**src/hdl/periodic_timer_catchup_top_assert.svh**
```systemverilog
// assertion macros shared by the timer rtl
`ifndef PERIODIC_TIMER_CATCHUP_TOP_ASSERT_SVH
`define PERIODIC_TIMER_CATCHUP_TOP_ASSERT_SVH
`ifndef SYNTHESIS
// clocked check with synchronous reset masking
`define PTC_ASSERT(label, clk, rst, prop, msg) \
   label: assert property (@(posedge clk) disable iff (rst) prop) else $error(msg);
// clocked check that also holds during reset
`define PTC_ASSERT_ALWAYS(label, clk, prop, msg) \
   label: assert property (@(posedge clk) prop) else $error(msg);
`else
`define PTC_ASSERT(label, clk, rst, prop, msg)
`define PTC_ASSERT_ALWAYS(label, clk, prop, msg)
`endif
`endif

```
**src/hdl/ptc_pkg.sv**
```systemverilog
// shared constants, state codes and control types of the periodic timer
`default_nettype none
package ptc_pkg;
   localparam int TIME_BITS = 48;
   localparam int CNT_BITS  = $clog2(TIME_BITS);
   localparam int TICK_BITS = 16;
   localparam int REG_BITS  = 32;
   localparam int OUT_BITS  = 48;
   localparam int IDX_BITS  = 8;

   localparam logic [CNT_BITS-1:0]  CNT_LAST  = CNT_BITS'(TIME_BITS - 1);
   localparam logic [REG_BITS-1:0]  COUNT_MAX = '1;
   localparam logic [TIME_BITS-1:0] TIME_MAX  = '1;

   // register indexes of the csr port
   localparam logic [IDX_BITS-1:0] CSR_INTERVAL = IDX_BITS'(0);
   localparam logic [IDX_BITS-1:0] CSR_DELAY    = IDX_BITS'(1);
   localparam logic [IDX_BITS-1:0] CSR_REPEAT   = IDX_BITS'(2);
   localparam logic [IDX_BITS-1:0] CSR_FOREVER  = IDX_BITS'(3);

   typedef enum logic [3:0] {
      S_IDLE,
      S_ADD,
      S_ADD_END,
      S_CMP,
      S_CMP_END,
      S_COUNT,
      S_COUNT2,
      S_DIV,
      S_UPD,
      S_UPD_END,
      S_DONE
   } state_type;

   // control of one bit-serial adder
   typedef struct packed {
      logic clear;
      logic init_carry;
      logic enable;
      logic invert_b;
   } adder_ctrl_type;
endpackage
`default_nettype wire

```
**src/hdl/periodic_timer_catchup_top.sv**
```systemverilog
// periodic timer with delay, repeat count and catch-up, bit-serial datapath
//
//   channel | ports                          | moves
//   --------+--------------------------------+--------------------------------
//   req     | req_valid/req_ready            | one tick request (tick_ms)
//   rsp     | rsp_valid/rsp_ready            | fired, since_last_ms, armed
//   csr     | csr_valid/csr_ready            | register write (index, data)
//
// each pass over the 48-bit times (add, compare, remainder, update) is one bit a
// cycle; the remainder and update passes run only when a fire needs the catch-up remainder.
// reset is synchronous and re-arms the timer, as does any csr write to a known
// register. one request is worked at a time; a finished response waits in the
// output register, so a stalled rsp side only holds the block at its end.
`default_nettype none
`include "periodic_timer_catchup_top_assert.svh"
module periodic_timer_catchup_top (
   input  logic                           clock,
   input  logic                           reset,
   input  logic                           req_valid,
   output logic                           req_ready,
   input  logic [ptc_pkg::TICK_BITS-1:0]  req_tick_ms,
   output logic                           rsp_valid,
   input  logic                           rsp_ready,
   output logic                           rsp_fired,
   output logic [ptc_pkg::OUT_BITS-1:0]   rsp_since_last_ms,
   output logic                           rsp_armed,
   input  logic                           csr_valid,
   output logic                           csr_ready,
   input  logic [ptc_pkg::IDX_BITS-1:0]   csr_index,
   input  logic [ptc_pkg::REG_BITS-1:0]   csr_data
);
   import ptc_pkg::*;

   state_type state_ff, state_in;

   logic [REG_BITS-1:0]  interval_ff, interval_in;
   logic [REG_BITS-1:0]  delay_ff, delay_in;
   logic [REG_BITS-1:0]  repeat_ff, repeat_in;
   logic                 forever_ff, forever_in;

   logic [TIME_BITS-1:0] rt_ff, rt_in;
   logic [TIME_BITS-1:0] nd_ff, nd_in;
   logic [TIME_BITS-1:0] lf_ff, lf_in;
   logic [TIME_BITS-1:0] dt_ff, dt_in;
   logic [TIME_BITS-1:0] since_ff, since_in;
   logic [TICK_BITS-1:0] tick_ff, tick_in;
   logic [REG_BITS-1:0]  rsub_ff, rsub_in;
   logic [REG_BITS-1:0]  iv_ff, iv_in;
   logic [REG_BITS-1:0]  fc_ff, fc_in;
   logic                 active_ff, active_in;
   logic                 fired_ff, fired_in;
   logic [CNT_BITS-1:0]  cnt_ff, cnt_in;

   logic                 rsp_valid_ff, rsp_valid_in;
   logic                 rsp_fired_ff, rsp_fired_in;
   logic [OUT_BITS-1:0]  rsp_since_ff, rsp_since_in;
   logic                 rsp_armed_ff, rsp_armed_in;

   adder_ctrl_type       ctl_a, ctl_b;
   logic                 a_a, b_a, sum_a, carry_a;
   logic                 a_b, b_b, sum_b, carry_b;
   logic                 div_start, div_done;
   logic [REG_BITS-1:0]  div_rem;

   logic                 csr_write, csr_hit;
   logic [REG_BITS-1:0]  interval_new, delay_new;
   logic [TIME_BITS-1:0] arm_due;
   logic                 pass_last;

   // serial adders, shared between the passes
   ptc_bit_adder u_adder_a (
      .clock   (clock),
      .ctrl    (ctl_a),
      .a_bit   (a_a),
      .b_bit   (b_a),
      .sum_bit (sum_a),
      .carry   (carry_a)
   );

   ptc_bit_adder u_adder_b (
      .clock   (clock),
      .ctrl    (ctl_b),
      .a_bit   (a_b),
      .b_bit   (b_b),
      .sum_bit (sum_b),
      .carry   (carry_b)
   );

   // catch-up remainder of the overshoot by the interval
   ptc_remainder u_remainder (
      .clock     (clock),
      .reset     (reset),
      .start     (div_start),
      .dividend  (dt_ff),
      .divisor   (interval_ff),
      .done      (div_done),
      .remainder (div_rem)
   );

   // csr decode and the due time of a fresh arming
   always_comb begin
      csr_write    = csr_valid & csr_ready;
      csr_hit      = csr_write &&
                     (csr_index inside {CSR_INTERVAL, CSR_DELAY, CSR_REPEAT, CSR_FOREVER});
      interval_new = (csr_write && csr_index == CSR_INTERVAL) ? csr_data : interval_ff;
      delay_new    = (csr_write && csr_index == CSR_DELAY) ? csr_data : delay_ff;
      arm_due      = TIME_BITS'((delay_new != '0) ? delay_new : interval_new);
      pass_last    = (cnt_ff == CNT_LAST);
   end

   // sequencer and datapath next values
   always_comb begin
      state_in     = state_ff;
      interval_in  = interval_new;
      delay_in     = delay_new;
      repeat_in    = (csr_write && csr_index == CSR_REPEAT) ? csr_data : repeat_ff;
      forever_in   = (csr_write && csr_index == CSR_FOREVER) ? csr_data[0] : forever_ff;
      rt_in        = rt_ff;
      nd_in        = nd_ff;
      lf_in        = lf_ff;
      dt_in        = dt_ff;
      since_in     = since_ff;
      tick_in      = tick_ff;
      rsub_in      = rsub_ff;
      iv_in        = iv_ff;
      fc_in        = fc_ff;
      active_in    = active_ff;
      fired_in     = fired_ff;
      cnt_in       = cnt_ff;
      rsp_valid_in = rsp_valid_ff && !rsp_ready;
      rsp_fired_in = rsp_fired_ff;
      rsp_since_in = rsp_since_ff;
      rsp_armed_in = rsp_armed_ff;
      ctl_a        = '0;
      ctl_b        = '0;
      a_a          = rt_ff[0];
      b_a          = 1'b0;
      a_b          = rt_ff[0];
      b_b          = 1'b0;
      div_start    = 1'b0;

      case (state_ff)
         S_IDLE: begin
            if (req_valid) begin
               tick_in          = req_tick_ms;
               cnt_in           = '0;
               ctl_a.clear      = 1'b1;
               ctl_a.init_carry = 1'b0;
               state_in         = S_ADD;
            end
         end
         // running time plus tick, lsb first
         S_ADD: begin
            ctl_a.enable = 1'b1;
            b_a          = tick_ff[0];
            rt_in        = {sum_a, rt_ff[TIME_BITS-1:1]};
            tick_in      = {1'b0, tick_ff[TICK_BITS-1:1]};
            cnt_in       = cnt_ff + CNT_BITS'(1);
            if (pass_last) begin
               cnt_in   = '0;
               state_in = S_ADD_END;
            end
         end
         S_ADD_END: begin
            if (carry_a) begin
               rt_in = TIME_MAX;
            end
            ctl_a.clear      = 1'b1;
            ctl_a.init_carry = 1'b1;
            ctl_b.clear      = 1'b1;
            ctl_b.init_carry = 1'b1;
            state_in         = S_CMP;
         end
         // overshoot past due time and time since last fire
         S_CMP: begin
            ctl_a.enable   = 1'b1;
            ctl_a.invert_b = 1'b1;
            ctl_b.enable   = 1'b1;
            ctl_b.invert_b = 1'b1;
            b_a            = nd_ff[0];
            b_b            = lf_ff[0];
            rt_in          = {rt_ff[0], rt_ff[TIME_BITS-1:1]};
            nd_in          = {nd_ff[0], nd_ff[TIME_BITS-1:1]};
            lf_in          = {lf_ff[0], lf_ff[TIME_BITS-1:1]};
            dt_in          = {sum_a, dt_ff[TIME_BITS-1:1]};
            since_in       = {sum_b, since_ff[TIME_BITS-1:1]};
            cnt_in         = cnt_ff + CNT_BITS'(1);
            if (pass_last) begin
               cnt_in   = '0;
               state_in = S_CMP_END;
            end
         end
         // no borrow means running time has reached the due time
         S_CMP_END: begin
            if (active_ff && carry_a) begin
               fired_in = 1'b1;
               lf_in    = rt_ff;
               state_in = S_COUNT;
            end else begin
               fired_in = 1'b0;
               state_in = S_DONE;
            end
         end
         S_COUNT: begin
            if (fc_ff != COUNT_MAX) begin
               fc_in = fc_ff + REG_BITS'(1);
            end
            state_in = S_COUNT2;
         end
         S_COUNT2: begin
            if (!forever_ff) begin
               active_in = (fc_ff < repeat_ff);
            end
            if (interval_ff == '0) begin
               nd_in    = rt_ff;
               state_in = S_DONE;
            end else begin
               div_start = 1'b1;
               state_in  = S_DIV;
            end
         end
         S_DIV: begin
            if (div_done) begin
               rsub_in          = div_rem;
               iv_in            = interval_ff;
               cnt_in           = '0;
               ctl_a.clear      = 1'b1;
               ctl_a.init_carry = 1'b1;
               ctl_b.clear      = 1'b1;
               ctl_b.init_carry = 1'b0;
               state_in         = S_UPD;
            end
         end
         // next due = (running time - remainder) + interval
         S_UPD: begin
            ctl_a.enable   = 1'b1;
            ctl_a.invert_b = 1'b1;
            ctl_b.enable   = 1'b1;
            b_a            = rsub_ff[0];
            a_b            = sum_a;
            b_b            = iv_ff[0];
            nd_in          = {sum_b, nd_ff[TIME_BITS-1:1]};
            rt_in          = {rt_ff[0], rt_ff[TIME_BITS-1:1]};
            rsub_in        = {1'b0, rsub_ff[REG_BITS-1:1]};
            iv_in          = {1'b0, iv_ff[REG_BITS-1:1]};
            cnt_in         = cnt_ff + CNT_BITS'(1);
            if (pass_last) begin
               cnt_in   = '0;
               state_in = S_UPD_END;
            end
         end
         S_UPD_END: begin
            if (carry_b) begin
               nd_in = TIME_MAX;
            end
            state_in = S_DONE;
         end
         // hand the response to the output register once it is free
         S_DONE: begin
            if (!rsp_valid_ff || rsp_ready) begin
               rsp_valid_in = 1'b1;
               rsp_fired_in = fired_ff;
               rsp_since_in = fired_ff ? OUT_BITS'(since_ff) : '0;
               rsp_armed_in = active_ff;
               state_in     = S_IDLE;
            end
         end
         default: begin
            state_in = S_IDLE;
         end
      endcase

      // a known register write re-arms the timer
      if (csr_hit) begin
         rt_in     = '0;
         nd_in     = arm_due;
         lf_in     = '0;
         fc_in     = '0;
         active_in = 1'b1;
      end
   end

   always_ff @(posedge clock) begin
      if (reset) begin
         state_ff     <= S_IDLE;
         interval_ff  <= '0;
         delay_ff     <= '0;
         repeat_ff    <= '0;
         forever_ff   <= 1'b1;
         rt_ff        <= '0;
         nd_ff        <= '0;
         lf_ff        <= '0;
         fc_ff        <= '0;
         active_ff    <= 1'b1;
         cnt_ff       <= '0;
         rsp_valid_ff <= 1'b0;
      end else begin
         state_ff     <= state_in;
         interval_ff  <= interval_in;
         delay_ff     <= delay_in;
         repeat_ff    <= repeat_in;
         forever_ff   <= forever_in;
         rt_ff        <= rt_in;
         nd_ff        <= nd_in;
         lf_ff        <= lf_in;
         fc_ff        <= fc_in;
         active_ff    <= active_in;
         cnt_ff       <= cnt_in;
         rsp_valid_ff <= rsp_valid_in;
      end
      dt_ff        <= dt_in;
      since_ff     <= since_in;
      tick_ff      <= tick_in;
      rsub_ff      <= rsub_in;
      iv_ff        <= iv_in;
      fired_ff     <= fired_in;
      rsp_fired_ff <= rsp_fired_in;
      rsp_since_ff <= rsp_since_in;
      rsp_armed_ff <= rsp_armed_in;
   end

   assign req_ready         = (state_ff == S_IDLE);
   assign csr_ready         = 1'b1;
   assign rsp_valid         = rsp_valid_ff;
   assign rsp_fired         = rsp_fired_ff;
   assign rsp_since_last_ms = rsp_since_ff;
   assign rsp_armed         = rsp_armed_ff;

   // a disarmed timer stays disarmed until re-armed by a csr write
   `PTC_ASSERT(a_disarm_sticky, clock, reset, !active_ff && !(csr_valid && csr_ready) |=> !active_ff, "timer re-armed without a csr write")
   // a response that did not fire carries no elapsed time
   `PTC_ASSERT(a_quiet_since, clock, reset, rsp_valid_ff && !rsp_fired_ff |-> rsp_since_ff == '0, "unfired response with nonzero since")
   // catch-up update only runs with a nonzero interval and a reduced remainder
   `PTC_ASSERT(a_upd_rem, clock, reset, state_ff == S_UPD |-> interval_ff != '0 && rsub_ff < interval_ff, "catch-up remainder not below interval")
   // a finished result held back by the rsp side stays in place
   `PTC_ASSERT(a_done_hold, clock, reset, state_ff == S_DONE && rsp_valid_ff && !rsp_ready |=> state_ff == S_DONE, "result dropped while output stalled")
endmodule
`default_nettype wire

```
**src/hdl/ptc_bit_adder.sv**
```systemverilog
// one-bit serial adder/subtractor with a registered carry
`default_nettype none
module ptc_bit_adder (
   input  logic                    clock,
   input  ptc_pkg::adder_ctrl_type ctrl,
   input  logic                    a_bit,
   input  logic                    b_bit,
   output logic                    sum_bit,
   output logic                    carry
);
   import ptc_pkg::*;

   logic carry_ff;
   logic carry_in;
   logic b_eff;

   // sum of this bit, subtract by inverting b with carry preset
   always_comb begin
      b_eff   = b_bit ^ ctrl.invert_b;
      sum_bit = a_bit ^ b_eff ^ carry_ff;
      if (ctrl.clear) begin
         carry_in = ctrl.init_carry;
      end else if (ctrl.enable) begin
         carry_in = (a_bit & b_eff) | (a_bit & carry_ff) | (b_eff & carry_ff);
      end else begin
         carry_in = carry_ff;
      end
   end

   always_ff @(posedge clock) begin
      carry_ff <= carry_in;
   end

   assign carry = carry_ff;
endmodule
`default_nettype wire

```
**src/hdl/ptc_remainder.sv**
```systemverilog
// restoring remainder unit, one dividend bit per cycle
`default_nettype none
module ptc_remainder (
   input  logic                            clock,
   input  logic                            reset,
   input  logic                            start,
   input  logic [ptc_pkg::TIME_BITS-1:0]   dividend,
   input  logic [ptc_pkg::REG_BITS-1:0]    divisor,
   output logic                            done,
   output logic [ptc_pkg::REG_BITS-1:0]    remainder
);
   import ptc_pkg::*;

   logic [TIME_BITS-1:0] quo_ff, quo_in;
   logic [REG_BITS-1:0]  rem_ff, rem_in;
   logic [CNT_BITS-1:0]  cnt_ff, cnt_in;
   logic                 busy_ff, busy_in;
   logic                 done_ff, done_in;
   logic [REG_BITS:0]    trial;
   logic [REG_BITS:0]    diff;

   // trial subtract of the divisor from the shifted partial remainder
   always_comb begin
      trial   = {rem_ff, quo_ff[TIME_BITS-1]};
      diff    = trial - {1'b0, divisor};
      quo_in  = quo_ff;
      rem_in  = rem_ff;
      cnt_in  = cnt_ff;
      busy_in = busy_ff;
      done_in = 1'b0;
      if (start) begin
         quo_in  = dividend;
         rem_in  = '0;
         cnt_in  = '0;
         busy_in = 1'b1;
      end else if (busy_ff) begin
         quo_in = {quo_ff[TIME_BITS-2:0], 1'b0};
         rem_in = diff[REG_BITS] ? trial[REG_BITS-1:0] : diff[REG_BITS-1:0];
         cnt_in = cnt_ff + CNT_BITS'(1);
         if (cnt_ff == CNT_LAST) begin
            busy_in = 1'b0;
            done_in = 1'b1;
         end
      end
   end

   always_ff @(posedge clock) begin
      if (reset) begin
         busy_ff <= 1'b0;
         done_ff <= 1'b0;
         cnt_ff  <= '0;
      end else begin
         busy_ff <= busy_in;
         done_ff <= done_in;
         cnt_ff  <= cnt_in;
      end
      quo_ff <= quo_in;
      rem_ff <= rem_in;
   end

   assign done      = done_ff;
   assign remainder = rem_ff;
endmodule
`default_nettype wire

```
**config.mk**
```make
export PLATFORM = sky130hd
export DESIGN_NAME = periodic_timer_catchup_top
export DESIGN_NICKNAME = d
export VERILOG_FILES = /design/src/hdl/ptc_pkg.sv /design/src/hdl/periodic_timer_catchup_top.sv /design/src/hdl/ptc_bit_adder.sv /design/src/hdl/ptc_remainder.sv
export VERILOG_INCLUDE_DIRS = /design/src /design/src/hdl
export SDC_FILE = /design/constraint.sdc
export NUM_CORES = 1
export LEC_CHECK = 0
export BUFFER_PORTS_ARGS = -buffer_cell sky130_fd_sc_hd__buf_2
export CORE_ASPECT_RATIO = 2
export CORE_UTILIZATION = 38
export DETAILED_ROUTE_END_ITERATION = 10
export GPL_TIMING_DRIVEN = 0
export PLACE_DENSITY_LB_ADDON = 0.05
export SLEW_MARGIN = 5
export SYNTH_ARGS = -nofsm -noshare
export SYNTH_HDL_FRONTEND = slang
export SYNTH_SLANG_ARGS = --single-unit
```
**constraint.sdc**
```tcl
create_clock -name clock -period 6 [get_ports clock]
set_input_delay 1.2 -clock clock [delete_from_list [all_inputs] [get_ports clock]]
set_output_delay 1.2 -clock clock [all_outputs]
set_load 0.02 [all_outputs]
```
---- After elaboration in Yosys (flattened, before gate mapping) ----
Cells that the tools add are included.
word-level totals
  register bits ........................... 602
  input port bits ......................... 61
  output and inout bits ................... 53
operators by class
  add/sub/neg operators ................... 4
  order comparisons ....................... 1
  equality and inequality tests ........... 26
  mux-type cells .......................... 57
  bitwise logic cells ..................... 18
  reduce and logical (&&, ||, !) cells .... 39
operators with widths
  cell                     count
  $mux W48                 7
  $mux W32                 6
  $pmux W48 S4             1
  $pmux W48 S3             1
  $pmux W32 S2             2
  $pmux W48 S2             1
  $pmux W4 S11             1
  $sub A33 B32 Y33         1
  $add A32 B1 Y32 const B  1
  $logic_not A32 Y1        1
  $lt A32 B32 Y1           1
  $mux W4                  8
  $ne A32 B32 Y1 const B   1
  $pmux W16 S2             1
  $reduce_bool A32 Y1      1
  $mux W6                  3
  $pmux W6 S3              1
  $mux W1                  17
  $eq A4 B3 Y1 const B     4
  $eq A8 B2 Y1 const B     2
  $mux W16                 1
  $reduce_and A2 Y1        7
  $add A6 B1 Y6 const B    2
  $eq A4 B4 Y1 const B     3
  30 further kinds         71

---- Logic depth before layout (Yosys ltp) ----
  depth after elaboration ................. 12
  depth in mapped cells ................... 14
  gate-level depth less buffers ........... 13

---- Modules after synthesis ----
A second synthesis with hierarchy kept.
unflattened totals
  cell total of the unflattened synthesis .. 2,409
  area, all modules ....................... 27,253.6 µm²
modules (own cells, without submodules)
  module                      times used  cells an instance  area each (µm²)  seq. area each (µm²)
  periodic_timer_catchup_top  1           1,799              21,449.3         12,522.0
  ptc_remainder               1           592                5,634.2          2,242.2
  ptc_bit_adder               2           9                  85.1             30.0

---- Least setup slack after synthesis ----
No wires, ideal clock.
  kind .................................... flip-flop to flip-flop
  start point ............................. register state_ff[2]
  end point ............................... register iv_ff[0], enable pin
  setup time .............................. 0.574 ns
  arrival ................................. 5.409 ns
  required time ........................... 5.426 ns
  path slack .............................. 0.017 ns
  cell stages (with the launch flop) ...... 5
  path buffers ............................ 2
  clock period less this slack ............ 5.983 ns
  cell sequence ........................... dfxtp_1 > clkbuf_1 > clkbuf_1 > nand3_1 > o21ai_0
between the ends
  cells in the longest elaborated chain, start to end .. 3
  elaborated cells between the ends (all ways) .. 5
  those cells by class .................... eq/ne (3); reduce/logical (2)
ends and longest elaborated chain
  element                                                                     RTL line                           RTL
  start: declaration                                                          periodic_timer_catchup_top.sv:34   state_type state_ff, state_in;
  start signal: assignment                                                    periodic_timer_catchup_top.sv:298  state_ff <= state_in;
  $eq A4 B3 Y1 / $eq A4 B4 Y1 (equally long branches)                         periodic_timer_catchup_top.sv:142  case (state_ff)
  $ne A2 B1 Y1 (no source line) / $reduce_bool A2 Y1 (equally long branches)  -
  $reduce_and A2 Y1 (no source line) *                                        -
  end signal: assignment                                                      periodic_timer_catchup_top.sv:315  iv_ff <= iv_in;
  end: declaration                                                            periodic_timer_catchup_top.sv:48   logic [REG_BITS-1:0] iv_ff, iv_in;
Every way passes the cells marked *; elsewhere a longest branch is shown, timed or not.
A chain may end at the register's enable or synchronous reset.

---- Final worst setup path ----
  start point ............................. register state_ff[1]
  end point ............................... register nd_ff[47]
between the ends
  cells in the longest elaborated chain, start to end .. 11
  elaborated cells between the ends (all ways) .. 23
  those cells by class .................... eq/ne (7); mux (7); bitwise (6); reduce/logical (3)
ends and longest elaborated chain
  element                                              RTL line                           RTL
  $eq A4 B4 Y1 / $eq A4 B2 Y1 (equally long branches)  periodic_timer_catchup_top.sv:142
  $reduce_or A2 Y1 (no source line)                    -
  $mux W1                                              periodic_timer_catchup_top.sv:142
  $xor A1 B1 Y1                                        ptc_bit_adder.sv:19                b_eff = b_bit ^ ctrl.invert_b;
  $xor A1 B1 Y1 (2 in a row)                           ptc_bit_adder.sv:20                sum_bit = a_bit ^ b_eff ^ carry_ff;
  $mux W1                                              periodic_timer_catchup_top.sv:142
  $xor A1 B1 Y1 * (2 in a row)                         ptc_bit_adder.sv:20
  via sum_b                                            periodic_timer_catchup_top.sv:61   logic a_b, b_b, sum_b, carry_b;
  $pmux W48 S4 *                                       periodic_timer_catchup_top.sv:142
  $mux W48 *                                           periodic_timer_catchup_top.sv:274  if (csr_hit) begin
  end signal: assignment                               periodic_timer_catchup_top.sv:304  nd_ff <= nd_in;
  end: declaration                                     periodic_timer_catchup_top.sv:42   logic [TIME_BITS-1:0] nd_ff, nd_in;
The timed path passes the listed nets; every way through them passes the cells marked *.

==> flow_summary.toml <==
[power]
p_clk_share_pct = 35.1
pwr-share-comb_pct = 18.3
p_sw_mw = 3.10
internal_power_mw = 7.42
swShare_pct = 29.5
power_mw = 10.5
pwr-share-seq_pct = 46.5
leakagePower_nw = 11.1
powerDensity_nw_per_um2 = 345
vdd_drop_max_mv = 0.236

[cts]
cts_buffers = 56
cts_tree = "built"
cts_max_level = 2
clk_pin_slew_ps = 70
clockBufferDepth = 3
postCtsHoldBufs = 0
clock_sinks = 602
insertion_delay_ps = 650
cts_resized = 0
post_cts_buffers = 0
cts_root_buf = "clkbuf_16"

[routing]
firstDrtPassIters = 8
via_per_inst = 5.37
drt-initial-drc-count = 938
postRouteAntennaNets = 0
wl_per_cell_um = 22.8
drc = 0
num_vias = 20660
routed_wl_um = 87900

[synth]
synth_seq_cells = 602
avgSynthCellArea_sq_um = 9.86
synthTopCellsByCount = "554 x nand2_1, 325 x dfxtp_1, 277 x edfxtp_1"
synth_top_area_share_pct = 31.0
synth.yosys.warnings = 0
yosysSeqAreaShare_pct = 55.3
yosys.area.top_type = "edfxtp_1"
synth-xor-area-share_pct = 1.96
postSynthCellCount = 2719
synth_top_family_by_area = "simple AND/OR/NAND/NOR gates"
yosys.area_share.simple_pct = 16.9
synth.area.top_cells = "edfxtp_1 31%, dfxtp_1 24%, nand2_1 7.8%"
synth_fa_ha_area_share_pct = 3.31
synth_enable_flop_cells = 277
synth.distinct_cells = 65
synthFlopType = "dfxtp_1"
synth_nets = 2849
muxShareOfSynthArea_pct = 5.84
synth_compound_area_share_pct = 13.0
syn_area_sq_um = 26800
async_flop_share_pct = 0
yosysMostFrequentCell = "nand2_1"

[die]
core_sq_um = 69800
boundaryPins = 114
dieArea_sq_um = 71700
die_h_um = 378
row_count = 137
die_x_um = 190
initial_core_util_pct = 38.4

[final_layout]
fillers = 6857
area_growth_pct = 13.8
nets = 3025
multi_input_area_sq_um = 11000
drive_above_1_share_pct = 10.4
seq_area_sq_um = 14800

[sta]
setup_viol_count_final = 0
finalMaxSlewViolations = 0
finalWorstSetupSlack_ps = 1710
rsz0062_at_grt = "no"
period_needed_ps = 4290
skew_ps = 50.5
period_share_pct = 71.6
tightest_slew_ps = 1340
relSlewSlack_pct = 10.2
max_freq_mhz = 233
finalHoldViolations = 0

[critical_path]
r2r-end = "nd_ff[47]"
start_kind = "flip-flop"
crit_slowest_cell = "clkbuf_1"
worstReg2RegStart = "state_ff[1]"
critPathCaptureType = "flip-flop"
cp_data_required_time_ps = 6520
crit_fanout = 10
crit_type = "flip-flop to flip-flop"
worstPathCellList = "clkbuf_1 -> or2_2 -> nor2_1 -> clkbuf_1 -> clkbuf_1 -> nand2_1 -> o21ai_0 -> fa_1 -> nor2_1 -> a311oi_1 -> a21oi_1 -> nor2_1"
cp.arrival_ps = 4810
ff2ff_setup_slack_ps = 1710
r2r_cells = 12
slowest_delay_ps = 640

[run]
maxCapViolCount = 0

[global_routing]
antenna_found_initial = 5
grt_first_pass_wirelength_um = 132000
track_usage_pct = 24.9
grt_pass1_vias = 21875
grt-ovfl-total = 0
grt_max_degree = 60

[worst_hold_path]
min_path_cells = 2
whs_endpoint = "nd_ff[19]"
hold_start = "nd_ff[19]"
worst_hold_path_type = "flip-flop to flip-flop"

[place]
dp_hpwl_um = 68100
dp_slack_ps = 1550
port_buffers = 112
place_congestion = 0.941

[status]
status = "finished clean"
cells in the final DEF (no fill, tap or decap), drive strengths merged, types with 29 or more instances in the layout:
| cell | instances |
|---|---|
| inv | 89 |
| clkbuf | 213 |
| nand2 | 554 |
| mux2i | 136 |
| o221a | 47 |
| nand3 | 32 |
| buf | 143 |
| nor4 | 29 |
| a31oi | 54 |
| o21ai | 131 |
| xor2 | 35 |
| a21oi | 149 |
| edfxtp | 277 |
| nor2 | 248 |
| a211oi | 57 |
| ha | 66 |
| and2 | 58 |
| a21o | 29 |
| dfxtp | 325 |
through the flow:
step                      std cells  cell area, sq um  utilization, %  hold WS [ps]  setup TNS [ps]
after floorplan                2719             26800               -           417               0
after global placement         3734             28500            40.8           425         -186540
after detailed placement       3740             28600            41.0           427               0
after CTS                      3845             30500            43.7           444               0
after global routing           3848             30500            43.7           456               0
final                          3849             30500            43.7           442               0
critical path: cells and delay by family (launching register included):
kind            cells  cell delay, ps
compound gates      3             370
simple gates        5            1380
flops               1             370
fa+ha+maj           1             520
buf+inv             3            1520
power groups by stage:
stage	clock (mW)	combinational [mW]	sequential, mW
floorplan	0	1.40	4.86
global placement	0	1.89	4.99
detailed placement	0	1.93	4.99
CTS	3.80	1.93	4.90
global route	3.93	2.11	4.93
finish	3.70	1.93	4.90
worst max-delay path by stage:
stage | from | end | depth (start not counted)
floorplan | state_ff[2] | iv_ff[0] | 4
global placement | state_ff[2] | iv_ff[17] | 4
detailed placement | state_ff[1] | nd_ff[47] | 12
CTS | state_ff[1] | nd_ff[47] | 12
global route | state_ff[1] | nd_ff[47] | 12
finish | state_ff[1] | nd_ff[47] | 12
sequential cells by signal, indices dropped and copies added (netlist names), 4 cells and up:
signal and cells:
cnt_ff 6, delay_ff 32, dt_ff 48, fc_ff 32
interval_ff 32, iv_ff 32, lf_ff 48, nd_ff 48
repeat_ff 32, rsp_since_last_ms 48, rsub_ff 32, rt_ff 48
since_ff 48, state_ff 4, tick_ff 16, u_remainder.cnt_ff 6
u_remainder.quo_ff 48, u_remainder.remainder 32
final cells by class:
class	instances	share of cell area, %
clock inverters	31	1.14
repair buffers	118	2.22
flip-flops and latches	602	48.6
diodes	4	0.0328
inverters	88	1.09
multi-input cells	1865	36.1
well taps	903	3.70
clock buffers	74	4.95
plain buffers	164	2.17
routing by layer:
metal	vias to the layer above	global-route usage [%]	wire (um)	part of all wire [%]
met5	-	0	13	0.015
met4	2	19.5	7670	8.7
met1	9960	23.4	29700	34
li1	9942	-	-	-
met2	491	47.9	47900	54
met3	265	3.11	2700	3.1
kinds of logic (layout without fill, tap and decap cells):
kind of cell    count (synthesis)  in the layout
simple gates                 1047           1047
flops                         602            602
compound gates                534            534
buf+inv                       252            475
mux                           154            154
fa+ha+maj                      69             69
xor+xnor                       60             60
other cells                     1              5
No activity file was read; power rests on OpenSTA's default activity.
